===== src/rtl/core/swfe_pkg.sv =====
// ----------------------------------------------------------------------------
// swfe_pkg: shared types and constants for the shallow water flux evaluator
// Field widths, mode codes, register indexes and the stage-to-stage records.
// ----------------------------------------------------------------------------
`default_nettype none
package swfe_pkg;

  localparam int WordBits = 32;
  localparam int FracBits = 16;
  localparam int MagBits  = WordBits;            // magnitude of a word (2^31 fits)
  localparam int ProdBits = 2 * MagBits;         // magnitude of a product
  localparam int DivSteps = ProdBits;            // one quotient bit per stage
  localparam int QuoBits  = ProdBits;

  typedef logic signed [WordBits-1:0] word_t;
  typedef logic [MagBits-1:0]         mag_t;
  typedef logic [ProdBits-1:0]        prod_t;

  typedef enum logic [1:0] {
    MODE_TRANSPORT = 2'd0,
    MODE_NONLINEAR = 2'd1,
    MODE_LINEAR    = 2'd2,
    MODE_UNUSED    = 2'd3
  } mode_t;

  typedef enum logic [1:0] {
    REG_MODE   = 2'd0,
    REG_COEFF1 = 2'd1,
    REG_COEFF2 = 2'd2,
    REG_NONE   = 2'd3
  } reg_idx_t;

  // Record for one divide lane (dividend magnitude and sign).
  typedef struct packed {
    prod_t num;
    logic  neg;
  } div_lane_t;

  // Side data that rides alongside the dividers.
  typedef struct packed {
    mode_t      mode;
    logic       bad;
    word_t      f0;
    word_t      f1;
    logic       pneg;      // sign of pressure / linear / first transport term
    logic [95:0] pmag;     // unshifted |triple product| (c1*H in transport)
  } side_t;

  // Magnitude of a word.
  function automatic mag_t mag_of(input word_t v);
    mag_t r;
    r = v[WordBits-1] ? mag_t'(-v) : mag_t'(v);
    return r;
  endfunction

  // Saturate a sign-magnitude value (up to 128 bits) to a word.
  function automatic logic [WordBits:0] sat(input logic neg, input logic [127:0] m);
    logic [127:0] lim;
    logic [WordBits-1:0] w;
    logic c;
    lim = neg ? (128'(1) << (WordBits-1)) : ((128'(1) << (WordBits-1)) - 128'(1));
    c = m > lim;
    w = c ? lim[WordBits-1:0] : m[WordBits-1:0];
    w = neg ? -w : w;
    return {c, w};
  endfunction

endpackage
`default_nettype wire


===== src/rtl/core/swfe_div_stage.sv =====
// ----------------------------------------------------------------------------
// swfe_div_stage: one restoring divide step for three lanes sharing a divisor
// Each stage settles one quotient bit per lane, registered, with stall hold.
// ----------------------------------------------------------------------------
`default_nettype none
module swfe_div_stage (
  input  wire logic                  clk,
  input  wire logic                  rst_n,
  input  wire logic                  adv,
  input  wire logic                  in_vld,
  input  wire swfe_pkg::prod_t       in_rem   [3],
  input  wire swfe_pkg::prod_t       in_quo   [3],
  input  wire swfe_pkg::prod_t       in_num   [3],
  input  wire swfe_pkg::mag_t        in_den,
  input  wire swfe_pkg::side_t       in_side,
  output logic                       out_vld,
  output swfe_pkg::prod_t            out_rem  [3],
  output swfe_pkg::prod_t            out_quo  [3],
  output swfe_pkg::prod_t            out_num  [3],
  output swfe_pkg::mag_t             out_den,
  output swfe_pkg::side_t            out_side
);
  import swfe_pkg::*;

  prod_t rem_nxt [3];
  prod_t quo_nxt [3];
  prod_t num_nxt [3];
  logic [ProdBits:0] t;

  // shift in next dividend bit, subtract when it fits
  always_comb begin
    t = '0;
    for (int i = 0; i < 3; i++) begin
      t = {in_rem[i], in_num[i][ProdBits-1]};
      num_nxt[i] = {in_num[i][ProdBits-2:0], 1'b0};
      if (t >= {1'b0, {MagBits{1'b0}}, in_den}) begin
        rem_nxt[i] = prod_t'(t - {1'b0, {MagBits{1'b0}}, in_den});
        quo_nxt[i] = {in_quo[i][ProdBits-2:0], 1'b1};
      end else begin
        rem_nxt[i] = t[ProdBits-1:0];
        quo_nxt[i] = {in_quo[i][ProdBits-2:0], 1'b0};
      end
    end
  end

  always_ff @(posedge clk) begin
    if (!rst_n) begin
      out_vld <= 1'b0;
    end else if (adv) begin
      out_vld <= in_vld;
    end
  end

  always_ff @(posedge clk) begin
    if (adv) begin
      out_rem  <= rem_nxt;
      out_quo  <= quo_nxt;
      out_num  <= num_nxt;
      out_den  <= in_den;
      out_side <= in_side;
    end
  end

endmodule
`default_nettype wire


===== config.mk =====
export PLATFORM = sky130hd
export DESIGN_NAME = swfe_div_stage
export DESIGN_NICKNAME = d
export VERILOG_FILES = /design/src/rtl/core/swfe_pkg.sv /design/src/rtl/core/swfe_div_stage.sv
export SDC_FILE = /design/constraint.sdc
export NUM_CORES = 1
export LEC_CHECK = 0
export BUFFER_PORTS_ARGS = -buffer_cell sky130_fd_sc_hd__buf_2
export CAP_MARGIN = 20
export CORE_AREA = 3 3 594 596
export CTS_BUF_LIST = sky130_fd_sc_hd__clkbuf_8
export DETAILED_ROUTE_END_ITERATION = 16
export DIE_AREA = 0 0 597 599
export PLACE_DENSITY_LB_ADDON = 0.05
export SYNTH_ARGS = -nofsm -noshare
export SYNTH_HDL_FRONTEND = slang
export SYNTH_SLANG_ARGS = --single-unit

===== constraint.sdc =====
create_clock -name clk -period 4 [get_ports clk]
set_input_delay 0.2 -clock clk [delete_from_list [all_inputs] [get_ports clk]]
set_output_delay 0.2 -clock clk [all_outputs]
set_load 0.02 [all_outputs]

# After elaboration in Yosys (flattened, before gate mapping)
# Index checks and enable logic that the tools add are counted.
# word_totals
register_bits	770
input_bits	776
word_cells	29
# classes
n_addsub	3
order_cmp	3
muxes	6
# ops
cell	n
$ge 65x32->1	3
$mux 64	3
$sub 64x32->64	3
$mux 1	3

# Depth between registers and ports, before layout
# Gate-level depths: netlist of run 1.
# depth
word_depth	2
ltp_mapped	14

# Worst setup path after synthesis of run 1
# Ideal clock, no wire load.
# synth_path
path_kind	input -> register
start	input in_rem[159] in the netlist's numbering
end	register out_rem[184] in the netlist's numbering, data pin
arrival_time_ps	3142
setup_slack_ps	600
stages	11
path_cell_list	buf_2 or4_1 or4_1 or4_1 o21bai_1 nor2_1 and3_1 buf_2 nor4_2 or3b_1 xnor2_1
# synth_rtl
element	line_no	rtl
start, declared	swfe_div_stage.sv:11	input wire swfe_pkg::prod_t in_rem [3],
end signal, assigned	swfe_div_stage.sv:56	out_rem <= rem_nxt;
end, declared	swfe_div_stage.sv:17	output swfe_pkg::prod_t out_rem [3],

==> results of run 1 <==
==> per-layer routing <==
layer,track usage [%],vias up,wire length (µm)
met5,0,-,517
met4,5.04,78,10500
met3,4.07,437,17700
met2,28.0,1208,147000
met1,17.6,16226,113000
li1,-,14893,-
==> cells in the final DEF (no fill, tap or decap), types with 22 or more instances in the layout <==
master and count:
a21oi_1 148, buf_12 22, buf_2 1542, buf_4 195, clkbuf_8 182, clkinv_1 43
diode_2 66, dlygate4sd3_1 1383, edfxtp_1 769, ha_1 95, inv_1 125, nand2_1 197
nand3_1 25, nand4_1 35, nor2_1 111, nor3_1 43, nor4_1 28, o21ai_0 47
o21ai_1 61, xnor2_1 98, xor2_1 82
==> power groups by stage <==
stage | Clock [mW] | Sequential [mW] | Combinational, mW
2_1_floorplan | 0 | 11.1 | 0.940
3_3_place_gp | 0 | 10.2 | 4.98
3_5_place_dp | 0 | 10.2 | 4.93
4_1_cts | 9.71 | 10.1 | 6.23
5_1_grt | 9.96 | 10.1 | 6.39
6_report | 9.04 | 10.0 | 6.00
==> path summary, 6_finish.rpt <==
path              start          end  slack, ns  cells past startpoint
max          in_den[27]  out_rem[46]       0.08                     16
min          in_side[7]  out_side[7]       0.17                      2
max reg2reg     out_vld      out_vld       2.87                      3
min reg2reg     out_vld      out_vld       1.04                      3
==> through the flow <==
| stage | std cells | total power [mW] | hold slack, ns | setup slack, ns |
|---|---|---|---|---|
| after global placement | 8456 | 15.2 | 0.377 | -0.551 |
| after floorplan | 2161 | 12.0 | 0.299 | 0.600 |
| after CTS | 10158 | 26.0 | 0.00397 | 0.0169 |
| after global routing | 10198 | 26.5 | 0.0381 | -0.0736 |
| after detailed placement | 8457 | 15.1 | 0.378 | -0.251 |
| final | 10225 | 25.1 | 0.165 | 0.0840 |
==> critical path: stages <==
cell and delay [ns]:
dlygate4sd3_1 0.54, buf_2 0.13, inv_1 0.38, buf_4 0.26, ha_1 0.27, buf_4 0.17, nand2_1 0.13, nor2_1 0.08
a21oi_1 0.30, o21ai_0 0.24, or2_2 0.37, buf_4 0.14, nor2_1 0.17, nor4b_1 0.48, xor2_1 0.13, dlygate4sd3_1 0.59
==> synth_stat cells (11+ instances only) <==
cell type  count
o211ai_1      11
clkbuf_1      41
edfxtp_1     769
o21ai_1       61
nor3_1        44
mux2_1        12
nor2b_1       14
nand2_1      197
nor2_1       112
a31oi_1       11
or3_1         19
xnor2_1       98
ha_1          96
nand2b_1      18
o31ai_1       13
o21ai_0       47
nand3_1       26
a21o_1        18
or4_1         20
o21bai_1      20
a21oi_1      148
inv_1         59
buf_1         11
nand4_1       35
nor4_1        30
xor2_1        82
==> state kept, by name, indices dropped and copies added (netlist names) <==
name      cells
out_vld       1
out_rem     192
out_side    164
out_den      32
out_num     189
out_quo     192
==> cell families (layout without fill, tap and decap cells) <==
logic type               after synthesis  after routing  synth area share (%)
other                                  1             69                0.0117
AO/OA/AOI/OAI                        389            389                  7.28
multiplexers                          13             13                 0.454
AND/OR/NAND/NOR                      585            585                  9.49
adder cells (fa/ha/maj)               99             99                  3.95
flip-flops                           770            770                  72.3
buffers and inverters                122           3521                  1.54
XOR/XNOR                             180            180                  4.93
==> what timing repair did <==
action / in CTS / in global routing
hold buffers: 1383 / 0
resized for setup: 0 / 10
hold endpoints to repair: 890 / 0
setup endpoints to repair: 0 / 28
buffers inserted: 0 / 1
==> area by class of cell <==
class	instances	area (µm²)	share of cell area (%)
repair buffers	3143	23500	36.5
diodes	66	165	0.256
inverters	60	233	0.361
multi-input cells	1269	8410	13.1
flip-flops and latches	770	23100	35.9
well taps	4599	5750	8.93
clock buffers	182	2500	3.89
clock inverters	136	744	1.16
==> impl_metrics.ini, run 1 <==
[synth]
yosysWarningCount = 0
synthesis.area_per_instance_um2 = 14.8
area_of_the_mapped_netlist_um2 = 31900
synth_top_cell_area_share_pct = 72.3
ys.flop_type = edfxtp_1
yosys_register_bits = 770
post_synth_main_area_contributors = edfxtp_1 72%, ha_1 3.8%, xnor2_1 2.7%
postSynthCellCount = 2159
synth_seq_area_share_pct = 72.3
synth_enable_flop_cells = 769
synth_area_leader_cell = edfxtp_1
async_reset_ff_share_pct = 0
synth.lib_cells_used.distinct = 77

[clock_network]
clk_path_buf_depth = 4
worst_setup_hold_path_clk_slew_ns = 0.05
htreeDepth = 4
cts_tree = built
numClockSinks = 770
worst_skew_pair.late_latency_ns = 0.90
cts_root_buf = clkbuf_8
cts_buffers = 182

[floorplan]
floorplan.initialDensity_pct = 9.16
die_w_um = 597
dieHeight_um = 599
die_area_um2 = 358000
i_o_pin_cnt = 1549
rows = 217
design.core.area_um2 = 349000

[hold_path]
worstHoldPathType = input port to register

[finish]
finalNetCount = 6301
n_fill_cell = 39053
layout-drive-gt1-share_pct = 36.2
fin_area_um2 = 64400
final_core_area_utilization_pct = 18.5
layout-area-overhead-vs-synth_pct = 102

[detailed_routing]
drt-vias-per-instance = 3.21
initialDrtViolationCount = 1618
post_drt_wl_per_cell_um = 28.2
residual_drc_count = 0
first_pass_iters = 7
wl_um = 288000
detail-route-antenna-nets = 0
route.vias.total = 32842

[flow_run]
maxCapViolations = 0

[power]
power_leakage_nw = 25.8
cellPowerDensity_nw_per_um2 = 389
switch_pwr_mw = 8.52
switching_share_pct = 34.0
internal_power_mw = 16.6
clkPwrFrac_pct = 36.1
power.sequential.fraction_pct = 40.0
p_comb_share_pct = 23.9
ir_drop_v = 0.000206

[global_routing]
track_usage_pct = 15.5
global_route_wire_length_before_repair_um = 365000
overflow = 0
first_global_vias = 34690
antenna_found_initial = 172
largest_net_degree_at_the_start_of_global_routing = 100

[timing]
max_slew.worst_pin.slew_ns = 0.870
finalMaxSlewViolations = 0
finalSetupTns_ns = 0
post-route-period-util_pct = 97.9
finalWorstPathRequiredPeriod_ns = 3.92
max-slew-margin-rel_pct = 42.0
setup_repair_after_global_routing_missed_its_margin = yes
hold_violations = 0
fmax_mhz = 255
skew_ns = 0
finalSetupViolCount = 0

[placement]
placed_cell_area_um2 = 47100
gpl.final_weighted_congestion = 0.779
buffer_ports.inserted = 1542
place_hpwl_um = 243000

[worst_setup_path]
worst-endpoint-arrival_ns = 4.59
path_class = input port to register
worst_setup_start_kind = input port
crit_required_ns = 4.68
worstPathMaxFanout = 4
timing.critical_path.to_type = register

[run_status]
run_status = finished clean
Note: power is estimated with default switching activity, not from simulation.
==> inputs of run 2 (changes only) <==
--- a/config.mk
+++ b/config.mk
@@ -5,7 +5,7 @@
 export SDC_FILE = /design/constraint.sdc
 export NUM_CORES = 1
 export LEC_CHECK = 0
-export BUFFER_PORTS_ARGS = -buffer_cell sky130_fd_sc_hd__buf_2
+export BUFFER_PORTS_ARGS = -buffer_cell sky130_fd_sc_hd__buf_4
 export CAP_MARGIN = 20
 export CORE_AREA = 3 3 594 596
 export CTS_BUF_LIST = sky130_fd_sc_hd__clkbuf_8
==> run 2 against run 1 <==
Flip-flop and latch count is the same. Clock skew unchanged. Clock power about the same. Global-route usage rose by 0.099 points. Clock-buffer cell count increased by 4.
==> impl_metrics.ini, run 2 (synthesis results as in run 1) <==
[timing]
setup_repair_after_global_routing_missed_its_margin = no
fmax_mhz = 254
finalSetupViolCount = 0
hold_violations = 0
finalMaxSlewViolations = 0
max-slew-margin-rel_pct = 39.9
skew_ns = 0
post-route-period-util_pct = 98.4
finalWorstPathRequiredPeriod_ns = 3.94
max_slew.worst_pin.slew_ns = 0.902

[hold_path]
worst_hold_path.endpoint = out_quo[25]
worstHoldPathType = input port to register
min_from = in_quo[24]
hold_path_depth = 2

[detailed_routing]
detail-route-antenna-nets = 0
drt-vias-per-instance = 3.23
initialDrtViolationCount = 1680
first_pass_iters = 6
wl_um = 291000
route.vias.total = 33227
post_drt_wl_per_cell_um = 28.3
residual_drc_count = 0

[flow_run]
maxCapViolations = 0

[worst_setup_path]
crit_buf_inv = 6
critical_path.max_stage_delay_ns = 0.62
beginning_of_the_critical_path = in_den[25]
worstPathMaxFanout = 3
path_class = input port to register
timing.critical_path.to_type = register
crit_path_cell_trace = dlygate4sd3_1 -> buf_4 -> inv_1 -> buf_12 -> ha_1 -> nand2_1 -> or4_1 -> or4_4 -> o41ai_2 -> buf_4 -> a31oi_4 -> or3b_1 -> nor4b_2 -> xor2_1 -> dlygate4sd3_1
timing.reg2reg.setup_slack_ns = 2.85
rr_endpoint = out_vld
crit_required_ns = 4.67
worst-endpoint-arrival_ns = 4.60
critical_path.slowest_cell = or4_4
critical_path.reg2reg.startpoint = out_vld
cpLargestDelayFamily = simple AND/OR/NAND/NOR gates
reg2reg_depth = 3
worst_setup_start_kind = input port

[placement]
place_hpwl_um = 244000
gpl.final_weighted_congestion = 0.778
placed_cell_area_um2 = 50900
post-place-cells = 8449
buffer_ports.inserted = 1542

[global_routing]
largest_net_degree_at_the_start_of_global_routing = 87
antenna_found_initial = 169
global_route_wire_length_before_repair_um = 368000
first_global_vias = 34928
overflow = 0
track_usage_pct = 15.6

[finish]
layout-area-overhead-vs-synth_pct = 115
layout-drive-gt1-share_pct = 35.9
final_common_cell = buf_4
final_core_area_utilization_pct = 19.7
post_layout_nonfiller_instances = 10276
most-common-layout-cells = 1729 x buf_4, 1432 x dlygate4sd3_1, 769 x edfxtp_1
finalNetCount = 6348
fin_area_um2 = 68700
n_fill_cell = 38751
reg.largest.list = out_quo x192, out_rem x192, out_num x189

[floorplan]
i_o_pin_cnt = 1549
die_w_um = 597
rows = 217
die_area_um2 = 358000
floorplan.initialDensity_pct = 9.16
design.core.area_um2 = 349000
dieHeight_um = 599

[power]
cellPowerDensity_nw_per_um2 = 375
ir_drop_v = 0.000227
power_leakage_nw = 27.3
power.total_mw = 25.8

[run_status]
run_status = finished clean

[clock_network]
worst_setup_hold_path_clk_slew_ns = 0.06
clk_path_buf_depth = 4
cts_buffers = 186
cts_root_buf = clkbuf_8
cts_tree = built
worst_skew_pair.late_latency_ns = 0.91
htreeDepth = 4
numClockSinks = 770
[run 2: cell count changes in the layout (fill, tap and decap cells not counted), sizes merged]
cell         previous run  this run
inv                   131       134
dlygate4sd3          1383      1432
clkbuf                182       186
clkinvlp                5         7
clkinv                 56        57
buf                  1760      1754
bufinv                  4         2
[run 2: timing repair]
item                                    in CTS  in global routing
endpoints found under the hold margin      906                  0
hold buffers                              1432                  0
endpoints found under the setup margin       0                 42
gates resized for setup                      0                 11
buffers inserted                             0                  3
[run 2: final cells by class]
cell class              instances  area [µm²]  area share (%)
well taps                    4599        5750            8.37
diodes                         66         165           0.240
repair buffers               3186       27800            40.5
clock inverters               140         681           0.991
clock buffers                 186        2560            3.73
multi-input cells            1269        8410            12.2
inverters                      60         236           0.344
flip-flops and latches        770       23100            33.6
[run 2: how the worst max path moves through the flow]
stage / end / cells after the start
final: out_rem[104] / 15
after global routing: out_rem[50] / 17
after CTS: out_rem[21] / 14
after detailed placement: out_rem[54] / 15
after global placement: out_rem[54] / 16
after floorplan: out_rem[184] / 11
[run 2: layer usage]
| metal | track usage (%) | part of all wire, % | vias to the layer above |
|---|---|---|---|
| met5 | 0 | 0.19 | - |
| li1 | - | - | 14977 |
| met3 | 4.49 | 6.7 | 464 |
| met1 | 17.6 | 39 | 16481 |
| met4 | 4.71 | 3.4 | 86 |
| met2 | 28.2 | 51 | 1219 |
[run 2: where the power goes]
group / internal, mW / switching (mW)
sequential: 9.75 / 0.283
combinational: 2.95 / 3.74
clock: 4.45 / 4.60
[run 2: through the flow]
stage	setup WS (ns)	hold slack [ns]	TNS [ns]
finish	0.0633	0.163	0
global route	0.0136	0.0207	0
CTS	0.0193	0.00343	0
detailed placement	-0.277	0.379	-2.60
global placement	-0.629	0.379	-8.29
floorplan	0.600	0.299	0
